## src/rtl/pps_pkg.sv

```systemverilog
// Shared types and constants of the preemptive priority scheduler.
// Used by every module of the block; depends on nothing.
package pps_pkg;

   // Default number of ready-queue entries.
   localparam int QUEUE_DEPTH_DEFAULT = 16;

   // Event codes carried in the func field.
   localparam logic FUNC_ARRIVAL  = 1'b0;
   localparam logic FUNC_COMPLETE = 1'b1;

   // One request transaction.
   typedef struct packed {
      logic        func;
      logic [31:0] now_time;
      logic [15:0] new_process_id;
      logic [31:0] new_arrival_time;
      logic [15:0] new_total_burst;
      logic [7:0]  new_priority;
   } req_type;

   // One response transaction.
   typedef struct packed {
      logic        idle;
      logic [15:0] run_process_id;
      logic [31:0] run_arrival_time;
      logic [15:0] run_total_burst;
      logic [31:0] run_start_time;
      logic [31:0] run_end_time;
      logic [15:0] run_remaining_burst;
      logic [7:0]  run_priority;
      logic        dropped;
   } rsp_type;

   // Process record as held in the ready queue and for the runner.
   // Remaining burst always equals total burst when a record is stored,
   // so it is not kept separately.
   typedef struct packed {
      logic [15:0] proc_id;
      logic [31:0] arrival;
      logic [15:0] total_burst;
      logic [7:0]  priority_num;
   } entry_type;

   // Sequencer states.
   typedef enum logic [2:0] {
      ST_IDLE,
      ST_DECIDE,
      ST_SCAN,
      ST_DISPATCH,
      ST_SHIFT,
      ST_FINISH
   } state_type;

endpackage

```

## src/rtl/pps_queue_ram.sv

```systemverilog
// Ready-queue storage: one write port and one read port with registered data.
// Depends on pps_pkg for the entry record type.
module pps_queue_ram #(
   parameter int QUEUE_DEPTH = pps_pkg::QUEUE_DEPTH_DEFAULT,
   localparam int ADDR_W = (QUEUE_DEPTH > 1) ? $clog2(QUEUE_DEPTH) : 1
) (
   input  logic                clock,
   input  logic                wr_en,
   input  logic [ADDR_W-1:0]   wr_addr,
   input  pps_pkg::entry_type  wr_data,
   input  logic [ADDR_W-1:0]   rd_addr,
   output pps_pkg::entry_type  rd_data
);

   pps_pkg::entry_type mem [QUEUE_DEPTH];
   pps_pkg::entry_type rd_data_ff;

   // Write port.
   always_ff @(posedge clock) begin
      if (wr_en) begin
         mem[wr_addr] <= wr_data;
      end
   end

   // Read port, data registered.
   always_ff @(posedge clock) begin
      rd_data_ff <= mem[rd_addr];
   end

   assign rd_data = rd_data_ff;

endmodule

```

## src/rtl/pps_ctrl.sv

```systemverilog
// Scheduling sequencer: runner record, queue count, priority scan and queue compaction.
// Depends on pps_pkg and drives one pps_queue_ram instance.
module pps_ctrl #(
   parameter int QUEUE_DEPTH = pps_pkg::QUEUE_DEPTH_DEFAULT,
   localparam int ADDR_W = (QUEUE_DEPTH > 1) ? $clog2(QUEUE_DEPTH) : 1,
   localparam int CNT_W  = $clog2(QUEUE_DEPTH + 1)
) (
   input  logic             clock,
   input  logic             reset,
   input  logic             req_valid,
   output logic             req_ready,
   input  pps_pkg::req_type req_data,
   output logic             res_valid,
   output pps_pkg::rsp_type res_data,
   input  logic             out_free
);

   localparam logic [CNT_W-1:0] DEPTH_CNT = CNT_W'(QUEUE_DEPTH);

   pps_pkg::state_type state_ff, state_in;
   pps_pkg::req_type   req_ff, req_in;
   pps_pkg::entry_type cur_ff, cur_in;
   pps_pkg::entry_type best_ff, best_in;
   logic               cur_valid_ff, cur_valid_in;
   logic [31:0]        cur_start_ff, cur_start_in;
   logic [31:0]        cur_end_ff, cur_end_in;
   logic               drop_ff, drop_in;
   logic [CNT_W-1:0]   count_ff, count_in;
   logic [CNT_W-1:0]   ra_ff, ra_in;
   logic               pend_ff, pend_in;
   logic [ADDR_W-1:0]  pend_idx_ff, pend_idx_in;
   logic [ADDR_W-1:0]  best_idx_ff, best_idx_in;

   logic               mem_wr_en;
   logic [ADDR_W-1:0]  mem_wr_addr;
   pps_pkg::entry_type mem_wr_data;
   logic [ADDR_W-1:0]  mem_rd_addr;
   pps_pkg::entry_type mem_rd_data;

   logic [15:0]        add_total;
   logic [31:0]        end_sum;
   logic [CNT_W-1:0]   count_last;
   pps_pkg::entry_type new_entry;

   pps_queue_ram #(
      .QUEUE_DEPTH (QUEUE_DEPTH)
   ) u_queue (
      .clock   (clock),
      .wr_en   (mem_wr_en),
      .wr_addr (mem_wr_addr),
      .wr_data (mem_wr_data),
      .rd_addr (mem_rd_addr),
      .rd_data (mem_rd_data)
   );

   // Shared end-time adder; the sum wraps at 32 bits.
   assign end_sum    = req_ff.now_time + {16'd0, add_total};
   assign count_last = count_ff - CNT_W'(1);

   always_comb begin
      new_entry.proc_id      = req_ff.new_process_id;
      new_entry.arrival      = req_ff.new_arrival_time;
      new_entry.total_burst  = req_ff.new_total_burst;
      new_entry.priority_num = req_ff.new_priority;
   end

   // Control state.
   always_ff @(posedge clock) begin
      if (reset) begin
         state_ff     <= pps_pkg::ST_IDLE;
         cur_valid_ff <= 1'b0;
         count_ff     <= '0;
         pend_ff      <= 1'b0;
      end else begin
         state_ff     <= state_in;
         cur_valid_ff <= cur_valid_in;
         count_ff     <= count_in;
         pend_ff      <= pend_in;
      end
   end

   // Payload registers.
   always_ff @(posedge clock) begin
      req_ff       <= req_in;
      cur_ff       <= cur_in;
      best_ff      <= best_in;
      cur_start_ff <= cur_start_in;
      cur_end_ff   <= cur_end_in;
      drop_ff      <= drop_in;
      ra_ff        <= ra_in;
      pend_idx_ff  <= pend_idx_in;
      best_idx_ff  <= best_idx_in;
   end

   // Next state, queue accesses and scheduling decisions.
   always_comb begin
      state_in     = state_ff;
      req_in       = req_ff;
      cur_in       = cur_ff;
      best_in      = best_ff;
      cur_valid_in = cur_valid_ff;
      cur_start_in = cur_start_ff;
      cur_end_in   = cur_end_ff;
      drop_in      = drop_ff;
      count_in     = count_ff;
      ra_in        = ra_ff;
      pend_in      = 1'b0;
      pend_idx_in  = pend_idx_ff;
      best_idx_in  = best_idx_ff;
      mem_wr_en    = 1'b0;
      mem_wr_addr  = count_ff[ADDR_W-1:0];
      mem_wr_data  = cur_ff;
      mem_rd_addr  = '0;
      add_total    = req_ff.new_total_burst;
      res_valid    = 1'b0;

      unique case (state_ff)
         pps_pkg::ST_IDLE: begin
            if (req_valid) begin
               req_in   = req_data;
               state_in = pps_pkg::ST_DECIDE;
            end
         end

         pps_pkg::ST_DECIDE: begin
            drop_in = 1'b0;
            if (req_ff.func == pps_pkg::FUNC_ARRIVAL) begin
               state_in = pps_pkg::ST_FINISH;
               priority if (!cur_valid_ff) begin
                  // Nothing runs: the arrival starts at once.
                  cur_in       = new_entry;
                  cur_valid_in = 1'b1;
                  cur_start_in = req_ff.now_time;
                  cur_end_in   = end_sum;
               end else if (count_ff == DEPTH_CNT) begin
                  drop_in = 1'b1;
               end else if (req_ff.new_priority > cur_ff.priority_num) begin
                  // Less urgent arrival waits in the queue.
                  mem_wr_en   = 1'b1;
                  mem_wr_data = new_entry;
                  count_in    = count_ff + CNT_W'(1);
               end else begin
                  // Preemption: the runner goes to the queue tail.
                  mem_wr_en    = 1'b1;
                  mem_wr_data  = cur_ff;
                  count_in     = count_ff + CNT_W'(1);
                  cur_in       = new_entry;
                  cur_start_in = req_ff.now_time;
                  cur_end_in   = end_sum;
               end
            end else begin
               cur_valid_in = 1'b0;
               if (count_ff == '0) begin
                  state_in = pps_pkg::ST_FINISH;
               end else begin
                  mem_rd_addr = '0;
                  pend_in     = 1'b1;
                  pend_idx_in = '0;
                  ra_in       = CNT_W'(1);
                  state_in    = pps_pkg::ST_SCAN;
               end
            end
         end

         pps_pkg::ST_SCAN: begin
            // Stream entries out one per cycle and keep the first lowest number.
            if (ra_ff < count_ff) begin
               mem_rd_addr = ra_ff[ADDR_W-1:0];
               pend_in     = 1'b1;
               pend_idx_in = ra_ff[ADDR_W-1:0];
               ra_in       = ra_ff + CNT_W'(1);
            end
            if (pend_ff) begin
               if ((pend_idx_ff == '0) || (mem_rd_data.priority_num < best_ff.priority_num)) begin
                  best_in     = mem_rd_data;
                  best_idx_in = pend_idx_ff;
               end
               if (CNT_W'(pend_idx_ff) == count_last) begin
                  state_in = pps_pkg::ST_DISPATCH;
               end
            end
         end

         pps_pkg::ST_DISPATCH: begin
            add_total    = best_ff.total_burst;
            cur_in       = best_ff;
            cur_valid_in = 1'b1;
            cur_start_in = req_ff.now_time;
            cur_end_in   = end_sum;
            if (CNT_W'(best_idx_ff) == count_last) begin
               count_in = count_last;
               state_in = pps_pkg::ST_FINISH;
            end else begin
               mem_rd_addr = best_idx_ff + ADDR_W'(1);
               pend_in     = 1'b1;
               pend_idx_in = best_idx_ff + ADDR_W'(1);
               ra_in       = CNT_W'(best_idx_ff) + CNT_W'(2);
               state_in    = pps_pkg::ST_SHIFT;
            end
         end

         pps_pkg::ST_SHIFT: begin
            // Move each entry behind the removed one up by one place.
            if (ra_ff < count_ff) begin
               mem_rd_addr = ra_ff[ADDR_W-1:0];
               pend_in     = 1'b1;
               pend_idx_in = ra_ff[ADDR_W-1:0];
               ra_in       = ra_ff + CNT_W'(1);
            end
            if (pend_ff) begin
               mem_wr_en   = 1'b1;
               mem_wr_addr = pend_idx_ff - ADDR_W'(1);
               mem_wr_data = mem_rd_data;
               if (CNT_W'(pend_idx_ff) == count_last) begin
                  count_in = count_last;
                  state_in = pps_pkg::ST_FINISH;
               end
            end
         end

         pps_pkg::ST_FINISH: begin
            res_valid = 1'b1;
            if (out_free) begin
               state_in = pps_pkg::ST_IDLE;
            end
         end

         default: begin
            state_in = pps_pkg::ST_IDLE;
         end
      endcase
   end

   // Result record; an idle result carries zeros everywhere else.
   always_comb begin
      res_data = '0;
      if (cur_valid_ff) begin
         res_data.run_process_id      = cur_ff.proc_id;
         res_data.run_arrival_time    = cur_ff.arrival;
         res_data.run_total_burst     = cur_ff.total_burst;
         res_data.run_start_time      = cur_start_ff;
         res_data.run_end_time        = cur_end_ff;
         res_data.run_remaining_burst = cur_ff.total_burst;
         res_data.run_priority        = cur_ff.priority_num;
         res_data.dropped             = drop_ff;
      end else begin
         res_data.idle = 1'b1;
      end
   end

   assign req_ready = (state_ff == pps_pkg::ST_IDLE);

endmodule

```

## src/rtl/priority_preemptive_scheduler.sv

```systemverilog
// Preemptive priority scheduler top level: sequencer plus response register.
// Depends on pps_pkg and pps_ctrl (which holds pps_queue_ram).
//
// Every request transaction yields exactly one response transaction that shows
// the process running after the event, or an idle record. One request is
// handled at a time. An arrival passes through a decide state and a finish
// state, which loads the response register, and the sequencer then returns to
// idle before it accepts the next request. A completion with entries queued
// walks the ready queue through its single memory read port: a decide state, a
// scan of the queued entries to find the most urgent one, a dispatch state, then
// a shift of every entry behind the chosen one to close the gap, and a finish
// state to hand over the response. The response register lets the next request
// be accepted while a response waits.
module priority_preemptive_scheduler #(
   parameter int QUEUE_DEPTH = pps_pkg::QUEUE_DEPTH_DEFAULT
) (
   input  logic             clock,
   input  logic             reset,
   input  logic             req_valid,
   output logic             req_ready,
   input  pps_pkg::req_type req_data,
   output logic             rsp_valid,
   input  logic             rsp_ready,
   output pps_pkg::rsp_type rsp_data
);

   logic             res_valid;
   pps_pkg::rsp_type res_data;
   logic             out_free;
   logic             rsp_valid_ff, rsp_valid_in;
   pps_pkg::rsp_type rsp_data_ff, rsp_data_in;

   pps_ctrl #(
      .QUEUE_DEPTH (QUEUE_DEPTH)
   ) u_ctrl (
      .clock     (clock),
      .reset     (reset),
      .req_valid (req_valid),
      .req_ready (req_ready),
      .req_data  (req_data),
      .res_valid (res_valid),
      .res_data  (res_data),
      .out_free  (out_free)
   );

   // The response slot frees when empty or when its transaction is taken.
   assign out_free = !rsp_valid_ff || rsp_ready;

   always_comb begin
      rsp_valid_in = rsp_valid_ff && !rsp_ready;
      rsp_data_in  = rsp_data_ff;
      if (res_valid && out_free) begin
         rsp_valid_in = 1'b1;
         rsp_data_in  = res_data;
      end
   end

   always_ff @(posedge clock) begin
      if (reset) begin
         rsp_valid_ff <= 1'b0;
      end else begin
         rsp_valid_ff <= rsp_valid_in;
      end
   end

   always_ff @(posedge clock) begin
      rsp_data_ff <= rsp_data_in;
   end

   assign rsp_valid = rsp_valid_ff;
   assign rsp_data  = rsp_data_ff;

endmodule
```

## config.mk

```make
export PLATFORM = sky130hd
export DESIGN_NAME = priority_preemptive_scheduler
export DESIGN_NICKNAME = d
export VERILOG_FILES = /design/src/rtl/pps_pkg.sv /design/src/rtl/pps_queue_ram.sv /design/src/rtl/pps_ctrl.sv /design/src/rtl/priority_preemptive_scheduler.sv
export SDC_FILE = /design/constraint.sdc
export NUM_CORES = 2
export LEC_CHECK = 0
export BUFFER_PORTS_ARGS = -buffer_cell sky130_fd_sc_hd__buf_4
export CAP_MARGIN = 20
export CELL_PAD_IN_SITES_DETAIL_PLACEMENT = 0
export CELL_PAD_IN_SITES_GLOBAL_PLACEMENT = 1
export CORE_MARGIN = 1
export CORE_UTILIZATION = 47
export DETAILED_ROUTE_END_ITERATION = 7
export GPL_TIMING_DRIVEN = 0
export PLACE_DENSITY_LB_ADDON = 0.1
export REMOVE_ABC_BUFFERS = 1
export SLEW_MARGIN = 20
export SYNTH_ARGS = -nofsm -noshare
export SYNTH_HDL_FRONTEND = slang
export SYNTH_SLANG_ARGS = --single-unit
```

## constraint.sdc

```tcl
create_clock -name clock -period 15.15 [get_ports clock]
set_input_delay 3.03 -clock clock [delete_from_list [all_inputs] [get_ports clock]]
set_output_delay 3.03 -clock clock [all_outputs]
set_load 0.005 [all_outputs]
```

==> flow_metrics.tcl <==
set metrics [dict create \
    yosysSeqAreaShare_pct 77.1 \
    track_usage_pct 24.0 \
    syn_area_um2 65200 \
    timing.hold.ws_ps 427 \
    drive_gt1_share_pct 17.0 \
    rr_endpoint "u_ctrl.cur_end_ff[29]" \
    slew_viol_final 0 \
    crit_path_start_kind "register" \
    clk_latency_ps 800 \
    post_dp_cell_area_um2 72600 \
    gr-total-overflow 0 \
    status "finished, final reports clean" \
    finalHoldViolations 0 \
    drtAntennaViolNets 0 \
    seq_area_um2 50200 \
    synth_edf_count 1617 \
    p_comb_share_pct 7.8 \
    drt_iter0_markers 3476 \
    clock-sinks 1700 \
    crit_start "u_ctrl.state_ff[0]" \
    io_buffer_count 264 \
    syn_avg_cell_area_um2 16.0 \
    worstPathArrival_ps 6190 \
    p_int_w 0.00841 \
    vias 36700 \
    stdcell_area_um2 78500 \
    cp_max_fo 31 \
    fp.dieH_um 374 \
    hp-class "register to register" \
    clock-root-buffer "clkbuf_16" \
    antenna_found_initial 3 \
    p_leak_nw 28.0 \
    p_sw_w 0.00242 \
    clk_pin_slew_ps 60 \
    place.gp.congestion 0.737 \
    tritoncts "done" \
    r2r_setup_slack_ps 9490 \
    critPathRequiredTime_ps 15680 \
    via_per_inst 5.73 \
    r2r.worst_path.cells 15 \
    die_width_um 374 \
    wirelength_um 168000 \
    critPathCaptureType "register" \
    synth_flop_cell "edfxtp_1" \
    area_delta_synth_final_pct 20.5 \
    dp.cells 6083 \
    routedWlPerCell_um 26.2 \
    skew_ps 19.6 \
    cts_buffer_depth 3 \
    multi_input_area_um2 13900 \
    rows 136 \
    critPathKind "register to register" \
    worstMarginPinSlew_ps 1040 \
    yosysUniqueCellTypes 66 \
    max_cap_viol_count 0 \
    grt_pass1_wl_um 246000 \
    core_um2 137000 \
    rsz0062_at_grt "no" \
    clkPwrFrac_pct 40.8 \
    setup_viol 0 \
    power_density_nw_per_um2 138 \
    final_cell_count_no_fill 6407 \
    initial_utilization_pct 47.4 \
    postCtsSetupBuffers 0 \
    swShare_pct 22.3 \
    fillers 10600 \
    p_seq_share_pct 51.4 \
    worst_r2r_startpoint "u_ctrl.state_ff[0]" \
    netlist_instances 4081 \
    ctsHoldBuffers 0 \
    drtPass1Iterations 5 \
    power_w 0.0108 \
    htree_levels 4 \
    finalCriticalPeriod_ps 5660 \
    layout.nets 4618 \
    grt_pass1_vias 36500 \
    async_flop_share_pct 0 \
    die_area_um2 140000 \
    diodes 0 \
    yosysWarningCount 0 \
    hpwl_um 108000 \
    io-pin-count 265 \
    ys_ff_latch 1700 \
    relSlewSlack_pct 30.3 \
    max-vdd-ir-drop_v 0.0000940 \
    drc 0 \
    ctsResizeCount 0 \
    fmax_ghz 0.177 \
    critical_path.endpoint "u_ctrl.cur_end_ff[29]" \
    cts-buffers-inserted 175 \
    period_share_pct 37.4 \
    grt_max_degree 58 \
]
worst min-delay path by stage:
stage | from | end | slack (ps) | cells after the start
2_1_floorplan | u_ctrl.u_queue.rd_data[10] | u_ctrl.best_ff[10] | 410 | 0
3_3_place_gp | u_ctrl.u_queue.rd_data[23] | u_ctrl.best_ff[23] | 410 | 0
3_5_place_dp | u_ctrl.u_queue.rd_data[23] | u_ctrl.best_ff[23] | 410 | 0
4_1_cts | u_ctrl.u_queue.rd_data[14] | u_ctrl.best_ff[14] | 430 | 0
5_1_grt | u_ctrl.u_queue.rd_data[42] | u_ctrl.best_ff[42] | 440 | 0
6_report | u_ctrl.u_queue.rd_data[25] | u_ctrl.best_ff[25] | 430 | 0
synthesized netlist by cell type (3+ instances only):
cell / instances / area (µm²)
a21o_1: 84 / 631
a21oi_1: 317 / 1590
a221o_1: 7 / 70.1
a221oi_1: 216 / 1890
a22o_1: 67 / 587
and2_1: 133 / 832
and3_1: 6 / 37.5
and4_1: 3 / 26.3
buf_1: 20 / 75.1
buf_2: 39 / 195
buf_4: 18 / 135
buf_6: 7 / 78.8
clkbuf_1: 182 / 683
dfxtp_1: 83 / 1660
edfxtp_1: 1617 / 48600
ha_1: 42 / 526
inv_1: 34 / 128
mux2i_1: 290 / 2900
nand2_1: 528 / 1980
nand2b_1: 9 / 56.3
nand3_1: 13 / 65.1
nand4_1: 4 / 25.0
nor2_1: 55 / 206
nor2b_1: 7 / 43.8
nor3_1: 23 / 115
nor3b_1: 3 / 22.5
nor4b_1: 4 / 35.0
o21a_1: 8 / 60.1
o21ai_0: 21 / 105
o22ai_1: 74 / 463
o31ai_1: 3 / 22.5
or3_1: 4 / 25.0
or4_1: 72 / 541
xnor2_1: 20 / 175
xor2_1: 27 / 236
power by group through the flow:
stage	sequential (W)	clock [W]	combinational, W
5_1_grt	0.00558	0.00468	0.000927
3_3_place_gp	0.00578	0	0.000933
6_report	0.00557	0.00442	0.000845
4_1_cts	0.00557	0.00450	0.000856
3_5_place_dp	0.00567	0	0.000853
2_1_floorplan	0.00566	0	0.000561
critical path, stage by stage, from the launching register on:
cell,delay [ps]
dfxtp_1,540
nor2b_1,560
nand2_4,390
buf_16,320
buf_16,240
nand2_1,100
nand2_1,90
ha_1,280
a21o_1,180
a21oi_1,340
o21ai_0,220
o41ai_1,600
o211ai_1,390
a211oi_2,750
nor4_1,170
xor2_1,180
per-layer routing:
| layer | track usage [%] | part of all wire (%) | up-vias |
|---|---|---|---|
| met5 | 0 | 0 | - |
| met2 | 38.2 | 47 | 1192 |
| met1 | 34.3 | 45 | 18600 |
| li1 | - | - | 16600 |
| met3 | 3.76 | 5.9 | 235 |
| met4 | 6.53 | 2.2 | 0 |
flip-flops by register name, summed over array words and instances (netlist names):
register,count
rsp_data,138
rsp_valid,1
u_ctrl.best_ff,72
u_ctrl.best_idx_ff,4
u_ctrl.count_ff,5
u_ctrl.cur_end_ff,32
u_ctrl.cur_ff,72
u_ctrl.cur_start_ff,32
u_ctrl.cur_valid_ff,1
u_ctrl.drop_ff,1
u_ctrl.new_entry,72
u_ctrl.pend_ff,1
u_ctrl.pend_idx_ff,4
u_ctrl.ra_ff,5
u_ctrl.req_ff,33
u_ctrl.state_ff,3
u_ctrl.u_queue.mem,1152
u_ctrl.u_queue.rd_data,72
final cells by class:
cell class | count | share of cell area (%)
well taps | 1794 | 2.86
multi-input cells | 2080 | 17.7
repair buffers | 474 | 7.74
clock inverters | 84 | 1.20
clock buffers | 240 | 6.36
inverters | 35 | 0.167
flip-flops and latches | 1700 | 64.0
cells in the final DEF (no fill, tap or decap), types with 82 or more instances in the layout:
cell type	Yosys	layout
a21o_1	84	84
a21oi_1	317	317
a221oi_1	216	216
and2_1	133	132
buf_4	18	264
clkbuf_16	0	184
dfxtp_1	83	82
edfxtp_1	1617	1617
mux2i_1	290	290
nand2_1	528	523
cell families (layout without fill, tap and decap cells):
logic type	Yosys count	after routing	share of synthesized area, %
xor gates and xnor gates	47	47	0.632
AOI/OAI and AO/OA	826	826	8.70
and+or+nand+nor	872	872	6.26
adders and majority gates	43	43	0.837
DFF	1700	1700	77.1
buffers and inverters	301	833	1.99
muxes	292	292	4.49
through the flow:
stage               utilization (%)  setup WS [ps]  TNS, ps
floorplan                         -         -12680  -723340
global placement               49.6         -38560        -
detailed placement             52.8           9450        0
CTS                            57.1           9390        0
global route                   57.1           9050        0
finish                         57.1           9490        0
Note: power is estimated with default switching activity, not from simulation.
